===== src/ccif_pkg.sv =====
// ----------------------------------------------------------------------------
// ccif_pkg
// Shared types, constants and the intensity mapping of the changed-channel
// intensity framer.
// ----------------------------------------------------------------------------
package ccif_pkg;

  // channel store geometry
  localparam int unsigned CHANNELS = 4096;
  localparam int unsigned CH_AW    = $clog2(CHANNELS);

  // payload widths
  localparam int unsigned CMD_W    = 2;
  localparam int unsigned IDX_W    = 12;
  localparam int unsigned LVL_W    = 8;
  localparam int unsigned BYTE_W   = 8;
  localparam int unsigned PERIOD_W = 16;

  // input commands
  localparam logic [CMD_W-1:0] CMD_LEVEL     = 2'd0;
  localparam logic [CMD_W-1:0] CMD_TICK      = 2'd1;
  localparam logic [CMD_W-1:0] CMD_FRAME_END = 2'd2;

  // packet kinds
  localparam logic KIND_INTENSITY = 1'b0;
  localparam logic KIND_HEARTBEAT = 1'b1;

  // packet bytes
  localparam logic [BYTE_W-1:0] PKT_SYNC       = 8'h00;
  localparam logic [BYTE_W-1:0] PKT_SET_INT    = 8'h03;
  localparam logic [BYTE_W-1:0] PKT_CH_BASE    = 8'h80;
  localparam logic [BYTE_W-1:0] HB_BYTE1       = 8'hFF;
  localparam logic [BYTE_W-1:0] HB_BYTE2       = 8'h81;
  localparam logic [BYTE_W-1:0] HB_BYTE3       = 8'h56;
  localparam logic [BYTE_W-1:0] UNIT_LIMIT     = 8'hF0;
  localparam logic [BYTE_W-1:0] INT_OFF        = 8'hF0;
  localparam logic [BYTE_W-1:0] INT_FULL       = 8'h01;
  localparam logic [BYTE_W-1:0] INT_BASE       = 8'd228;

  // byte positions of the final bytes
  localparam logic [2:0] INT_LAST_POS = 3'd5;
  localparam logic [2:0] HB_LAST_POS  = 3'd4;

  localparam logic [PERIOD_W-1:0] PERIOD_RESET = 16'd300;
  localparam logic [PERIOD_W-1:0] TICKS_SAT    = 16'hFFFF;

  // packet request from the update stage to the serializer
  typedef struct packed {
    logic              kind;
    logic [IDX_W-1:0]  idx;
    logic [BYTE_W-1:0] intensity;
  } pkt_req_t;

  // percent rounded half up, t = floor((200*v + 255) / 510), then mapped;
  // n / 510 is (n >> 1) / 255 and x / 255 is (x + (x >> 8) + 1) >> 8 here
  function automatic logic [BYTE_W-1:0] map_intensity(input logic [LVL_W-1:0] v);
    logic [15:0] n;
    logic [14:0] m;
    logic [15:0] s;
    logic [6:0]  t;
    n = 16'(v) * 16'd200 + 16'd255;
    m = n[15:1];
    s = 16'(m) + 16'(m[14:8]) + 16'd1;
    t = s[14:8];
    if (t == 7'd0) begin
      map_intensity = INT_OFF;
    end else if (t == 7'd100) begin
      map_intensity = INT_FULL;
    end else begin
      map_intensity = INT_BASE - {t, 1'b0};
    end
  endfunction

endpackage


===== src/ccif_if.sv =====


interface ccif_out_if;
  logic                         valid;
  logic                         ready;
  logic [ccif_pkg::BYTE_W-1:0]  tx_byte;
  logic                         packet_kind;
  logic                         last_byte;
  modport source(output valid, tx_byte, packet_kind, last_byte, input ready);
  modport sink(input valid, tx_byte, packet_kind, last_byte, output ready);
endinterface



===== src/ccif_serializer.sv =====
// ----------------------------------------------------------------------------
// ccif_serializer
// Holds one packet and sends it one byte per item on the output channel.
// ----------------------------------------------------------------------------
module ccif_serializer (
  input  logic               clk,
  input  logic               rst_n,
  input  logic               load,
  input  ccif_pkg::pkt_req_t req,
  output logic               can_load,
  ccif_out_if.source         out_chan
);

  logic                          busy_r, busy_nxt;
  logic [2:0]                    pos_r, pos_nxt;
  logic                          kind_r;
  logic [ccif_pkg::BYTE_W-1:0]   unit_r;
  logic [ccif_pkg::BYTE_W-1:0]   int_r;
  logic [3:0]                    nib_r;
  logic [ccif_pkg::BYTE_W-1:0]   unit_calc;
  logic                          last;
  logic                          take;

  // unit number: index / 16, plus one below the limit
  always_comb begin
    unit_calc = req.idx[ccif_pkg::IDX_W-1:4];
    if (unit_calc < ccif_pkg::UNIT_LIMIT) begin
      unit_calc = unit_calc + 8'd1;
    end
  end

  assign last = (kind_r == ccif_pkg::KIND_HEARTBEAT) ? (pos_r == ccif_pkg::HB_LAST_POS)
                                                     : (pos_r == ccif_pkg::INT_LAST_POS);
  assign take     = busy_r && out_chan.ready;
  assign can_load = !busy_r || (take && last);

  // byte counter and busy flag
  always_comb begin
    busy_nxt = busy_r;
    pos_nxt  = pos_r;
    if (load) begin
      busy_nxt = 1'b1;
      pos_nxt  = 3'd0;
    end else if (take) begin
      if (last) begin
        busy_nxt = 1'b0;
      end else begin
        pos_nxt = pos_r + 3'd1;
      end
    end
  end

  always_ff @(posedge clk) begin
    if (!rst_n) begin
      busy_r <= 1'b0;
      pos_r  <= 3'd0;
    end else begin
      busy_r <= busy_nxt;
      pos_r  <= pos_nxt;
    end
  end

  // packet payload
  always_ff @(posedge clk) begin
    if (load) begin
      kind_r <= req.kind;
      unit_r <= unit_calc;
      int_r  <= req.intensity;
      nib_r  <= req.idx[3:0];
    end
  end

  // byte select
  always_comb begin
    out_chan.tx_byte = ccif_pkg::PKT_SYNC;
    if (kind_r == ccif_pkg::KIND_HEARTBEAT) begin
      case (pos_r)
        3'd1:    out_chan.tx_byte = ccif_pkg::HB_BYTE1;
        3'd2:    out_chan.tx_byte = ccif_pkg::HB_BYTE2;
        3'd3:    out_chan.tx_byte = ccif_pkg::HB_BYTE3;
        default: out_chan.tx_byte = ccif_pkg::PKT_SYNC;
      endcase
    end else begin
      case (pos_r)
        3'd1:    out_chan.tx_byte = unit_r;
        3'd2:    out_chan.tx_byte = ccif_pkg::PKT_SET_INT;
        3'd3:    out_chan.tx_byte = int_r;
        3'd4:    out_chan.tx_byte = ccif_pkg::PKT_CH_BASE | {4'd0, nib_r};
        default: out_chan.tx_byte = ccif_pkg::PKT_SYNC;
      endcase
    end
  end

  assign out_chan.valid       = busy_r;
  assign out_chan.packet_kind = kind_r;
  assign out_chan.last_byte   = last;

endmodule


===== src/flat_wrapper.sv =====
// flat-port wrapper written by rule: the top's interface ports become plain ports
module ccif_serializer_flat 
  (clk, rst_n, load, req, can_load, out_chan_valid, out_chan_tx_byte, out_chan_packet_kind, out_chan_last_byte, out_chan_ready);
  ccif_out_if out_chan_i ();
  input  logic clk;
  input  logic rst_n;
  input  logic load;
  input  ccif_pkg::pkt_req_t req;
  output logic can_load;
  output wire logic [$bits(out_chan_i.valid)-1:0] out_chan_valid;
  output wire logic [$bits(out_chan_i.tx_byte)-1:0] out_chan_tx_byte;
  output wire logic [$bits(out_chan_i.packet_kind)-1:0] out_chan_packet_kind;
  output wire logic [$bits(out_chan_i.last_byte)-1:0] out_chan_last_byte;
  input wire logic [$bits(out_chan_i.ready)-1:0] out_chan_ready;
  assign out_chan_valid = out_chan_i.valid;
  assign out_chan_tx_byte = out_chan_i.tx_byte;
  assign out_chan_packet_kind = out_chan_i.packet_kind;
  assign out_chan_last_byte = out_chan_i.last_byte;
  assign out_chan_i.ready = out_chan_ready;
  ccif_serializer u_core (.clk(clk), .rst_n(rst_n), .load(load), .req(req), .can_load(can_load), .out_chan(out_chan_i));
endmodule

===== config.mk =====
export PLATFORM = sky130hd
export DESIGN_NAME = ccif_serializer_flat
export DESIGN_NICKNAME = d
export VERILOG_FILES = /design/src/ccif_pkg.sv /design/src/ccif_if.sv /design/src/ccif_serializer.sv /design/src/flat_wrapper.sv
export SDC_FILE = /design/constraint.sdc
export NUM_CORES = 1
export LEC_CHECK = 0
export ABC_AREA = 1
export BUFFER_PORTS_ARGS = -buffer_cell sky130_fd_sc_hd__buf_2
export CAP_MARGIN = 20
export CORE_MARGIN = 4
export CORE_UTILIZATION = 45
export DETAILED_ROUTE_END_ITERATION = 7
export PLACE_DENSITY = 0.71
export SYNTH_ARGS = -nofsm -noshare
export SYNTH_HDL_FRONTEND = slang
export SYNTH_SLANG_ARGS = --single-unit

===== constraint.sdc =====
create_clock -name clk -period 2.5 [get_ports clk]
set_input_delay 0.125 -clock clk [delete_from_list [all_inputs] [get_ports clk]]
set_output_delay 0.125 -clock clk [all_outputs]
set_load 0.03 [all_outputs]

# After elaboration in Yosys (flattened, before gate mapping)

Index checks and enable logic that the tools add are counted.

Flip-flop bits (word level): 25
Input bits: 25
Output and inout bits: 12
Logic and storage cells: 33

$add $sub $neg: 2
Order comparisons: 1
Equality and inequality tests: 5
Muxes and demuxes: 8
Bitwise operators: 2
Reduce and logical (&&, ||, !) cells: 9

Operators by type and width:

| cell                                                | number |
|---|---|
| one-hot mux 8 bit (4 select lines)                  | 1 |
| one-hot mux 8 bit (3 select lines)                  | 1 |
| two-way mux 8 bit                                   | 2 |
| adder 8 x 1 -> 8 bit, second input constant         | 1 |
| less-than comparator 8 bit, second input constant   | 1 |
| equality test 3 x 2 -> 1 bit, second input constant | 2 |
| equality test 3 bit, second input constant          | 2 |
| two-way mux 1 bit                                   | 4 |
| AND reduction 2 bit                                 | 2 |
| nonzero test 2 bit                                  | 2 |
| adder 3 x 1 -> 3 bit, second input constant         | 1 |
| equality test 3 x 1 -> 1 bit, second input constant | 1 |
| logical AND 1 bit                                   | 2 |
| NOT 1 bit                                           | 2 |
| OR reduction 2 bit                                  | 1 |
| logical NOT 1 bit                                   | 1 |
| logical OR 1 bit                                    | 1 |

# Longest topological paths before layout

Word-level depth: 5
Gate-level depth with buffers: 8
Gate-level depth less buffers: 8

# Worst setup path before layout

OpenSTA, ideal clock, no wires.

Path type: flip-flop to flip-flop
From: register u_core.kind_r, in the netlist u_core.out_chan.packet_kind
To: register u_core.busy_r, in the netlist u_core.out_chan.valid
Arrival: 1.497 ns
Required time: 2.367 ns
Setup slack: 0.870 ns
Stages on the path, launching flop included: 7
Clock period less this slack: 1.630 ns
Cell sequence: edfxtp_1 -> inv_2 -> nand3_1 -> nand2_1 -> nand2_1 -> nand2_1 -> a21oi_1

Longest elaborated chain between the ends: 3

RTL lines:

| item                                 | RTL line              | RTL |
|---|---|---|
| start: declaration                   | ccif_serializer.sv:16 | `logic kind_r;` |
| start signal: assignment             | ccif_serializer.sv:66 | `kind_r <= req.kind;` |
| two-way mux 1 bit                    | ccif_serializer.sv:32 | `assign last = (kind_r == ccif_pkg::KIND_HEARTBEAT) ? (pos_r == ccif_pkg::HB_LAST_POS)` |
| net out_chan_last_byte               | flat_wrapper.sv:13    | `output wire logic [$bits(out_chan_i.last_byte)-1:0] out_chan_last_byte;` |
| nonzero test 2 bit (no source line)  | n/a                   |  |
| AND reduction 2 bit (no source line) | n/a                   |  |
| end signal: assignment               | ccif_serializer.sv:58 | `busy_r <= busy_nxt;` |
| end: declaration                     | ccif_serializer.sv:14 | `logic busy_r, busy_nxt;` |

The timed path passes the listed nets, and every way through them passes these cells.
A chain may end at the register's enable or synchronous reset.

# Final worst setup path

From: register u_core.pos_r[2]
To: output port out_chan_tx_byte[1]

Longest elaborated chain between the ends: 3
Elaborated cells between the ends (all ways): 7
Classes of those cells: eq/ne (4); mux (3)

RTL lines:

| item                                                                                     | RTL line                                     | RTL |
|---|---|---|
| start: declaration                                                                       | ccif_serializer.sv:15                        | `logic [2:0] pos_r, pos_nxt;` |
| start signal: assignment                                                                 | ccif_serializer.sv:59                        | `pos_r <= pos_nxt;` |
| equality test 3 bit (tied with other cells)                                              | ccif_serializer.sv:84                        | `case (pos_r)` |
| one-hot mux 8 bit (4 select lines) or one-hot mux 8 bit (3 select lines) (tied branches) | ccif_serializer.sv:84, ccif_serializer.sv:77 |  |
| two-way mux 8 bit (*)                                                                    | ccif_serializer.sv:76                        | `if (kind_r == ccif_pkg::KIND_HEARTBEAT) begin` |
| end: declaration                                                                         | flat_wrapper.sv:11                           | `output wire logic [$bits(out_chan_i.tx_byte)-1:0] out_chan_tx_byte;` |

Every way passes the cells marked *; elsewhere a longest branch is shown, timed or not.

==> out/results.ini <==
[clock_network]
clock_sinks = 25
clkLatencyLatePin_ns = 0.31
htreeDepth = 1
clk_pin_slew_ns = 0.13
cts_tree = done
cts_made_buffers = 3
cts_buffer_depth = 2
postCtsSetupRepairBufs = 0
root_buffer = clkbuf_4
cts_resized = 0

[synthesis]
synth_cell_types = 19
synth-seq-area-share = 0.5624
avgSynthCellArea_um2 = 9.027
synth_fp_nets = 171
yosys_register_bits = 25
synth_warnings = 0
syn_inst = 140
synth_area_mm2 = 0.001264

[timing]
worst_pin_slew_ns = 0.5085
fin_skew_ns = 0.0004438
setup_tns_ns = 0
min_period_ns = 2.110
rsz0062_at_grt = false
holdWs_ns = 0.08600
fmax_ghz = 0.4740
drv_slew = 0
final_hold_viol_count = 0
finalSetupViolations = 0
slew_headroom = 0.6574
fin_crit_sh = 0.8439

[die]
die_w_um = 60.99
dieArea_mm2 = 0.003720
die_h_um = 60.99
num_rows = 18
coreArea_mm2 = 0.002567
start_util = 0.4922
ios = 37

[global_route]
overflow = 0
grt_max_degree = 23
grt_pass1_wl_mm = 4.402
antenna_found_initial = 0
grt_pass1_vias = 1069
grt_usage = 0.1626

[routing]
vias_per_cell = 4.892
num_vias = 1091
drtIter0Drc = 31
drt-pass1-iter-count = 4
ant_nets = 0
drt-total-wl_mm = 2.674
drc = 0
wl_per_cell_um = 11.99

[run]
max_cap_viol_count = 0

[placed_design]
port_buffers = 36
dp_hpwl_mm = 2.064
gp_congestion = 0.7550

[critical_path]
worstPathCellList = inv_1 -> ha_1 -> o21ai_0 -> nand2_1 -> buf_2
cp-end-kind = primary output
cp_top_family = compound AO/OA/AOI/OAI gates
crit_arrival_ns = 1.98
worst_setup_path_start_kind = flop
critPathMaxFanout = 9
worstSetupPathType = flop to primary output
path_buf_inv = 2
slowest_delay_ns = 0.48
critical_path_required_ns = 2.38
crit_slowest_cell = o21ai_0

[cells_and_area]
utilization = 0.6404
area_growth_syn_to_layout_pct = 30.10
multi_input_area_um2 = 493.0
final_common_cell = nand2_1
layout_common_cells = nand2_1, buf_2, edfxtp_1
seq_area_um2 = 710.7
nets = 225
fillers = 232
drive_above_1_share = 0.2176
n_antenna_cell = 0

[pwr]
ir_drop_mv = 0.3524
power.density_mw_per_mm2 = 487.7
p_leak_nw = 0.8251

[hold_path]
min_path_type = primary input to flop

[outcome]
status = completed

## synth_stat cells
library cell / number / area, um^2
nand3b_1: 1 / 7.510
dfxtp_1: 4 / 80.08
nand3_2: 1 / 10.01
o21ai_0: 5 / 25.02
o211ai_1: 1 / 7.510
inv_2: 1 / 3.750
nor2_2: 1 / 6.260
nor2_1: 6 / 22.52
edfxtp_1: 21 / 630.6
xor2_1: 3 / 26.28
nand4_1: 2 / 12.51
nand3_1: 8 / 40.04
inv_1: 14 / 52.55
a21o_1: 1 / 7.510
a21oi_1: 2 / 10.01
xnor2_1: 2 / 17.52
nand2_1: 60 / 225.2
clkbuf_1: 1 / 3.750
ha_1: 6 / 75.07
## area by class of cell
cell class | instances | share of cell area
Clock buffer | 4 | 0.01598
Timing Repair Buffer | 50 | 0.1948
Multi-Input combinational cell | 99 | 0.2998
Tap cell | 30 | 0.02283
Inverter | 15 | 0.03425
Sequential cell | 25 | 0.4323
## worst reg2reg max path, delay by kind of cell, from the launching register on
| kind | cells | cell delay (ns) |
|---|---|---|
| flops | 1 | 0.39 |
| simple gates | 2 | 0.28 |
| fa+ha+maj | 1 | 0.22 |
| compound gates | 1 | 0.18 |
| buf+inv | 2 | 0.14 |
## path summary, 6_finish.rpt
check	from	endpoint	slack, ns	depth (start not counted)
max	u_core.pos_r[2]	out_chan_tx_byte[1]	0.39	5
min	req[19]	u_core.unit_r[7]	0.09	2
max reg2reg	u_core.pos_r[0]	u_core.pos_r[2]	1.20	6
min reg2reg	u_core.out_chan.valid	u_core.out_chan.valid	0.52	2
## power by group
group,internal [mW],switching (mW)
Sequential,0.488,0.0137
Combinational,0.0515,0.0707
Clock,0.0624,0.115
## repair_timing
| item | 4_1_cts | 5_1_grt |
|---|---|---|
| hold buffers | 14 | 0 |
| endpoints found under the setup margin | 0 | 0 |
| hold endpoints to repair | 14 | 0 |
## metrics by stage
step / setup WS (ns) / instance area [um^2] / cells / power [mW]
after floorplan: 0.8699 / 1264 / 140 / 0.5652
after global placement: 0.8773 / 1478 / 205 / 0.6130
after detailed placement: 0.7962 / 1478 / 205 / 0.6177
after CTS: 0.4152 / 1644 / 223 / 0.8071
after global routing: 0.2451 / 1644 / 223 / 0.8428
final: 0.3903 / 1644 / 223 / 0.8018
## logic make-up after synthesis
logic type	count (synthesis)	synth area share
AO/OA/AOI/OAI	9	0.03961
XOR/XNOR	5	0.03466
adder cells (fa/ha/maj)	6	0.05940
buffers and inverters	16	0.04752
flip-flops	25	0.5624
AND/OR/NAND/NOR	79	0.2564
## per-layer routing
metal | up-vias | share of wire | global-route usage
met1 | 497 | 0.42 | 0.1839
met5 | - | 0 | 0
met2 | 28 | 0.51 | 0.2962
li1 | 561 | - | -
met3 | 5 | 0.047 | 0.02128
met4 | 0 | 0.023 | 0.08359
## sequential cells by signal, summed over array words and instances (netlist names)
| register | flops |
|---|---|
| u_core.pos_r | 3 |
| u_core.out_chan.valid | 1 |
| u_core.int_r | 8 |
| u_core.nib_r | 4 |
| u_core.out_chan.packet_kind | 1 |
| u_core.unit_r | 8 |
Power figures use the tool's default switching activity.
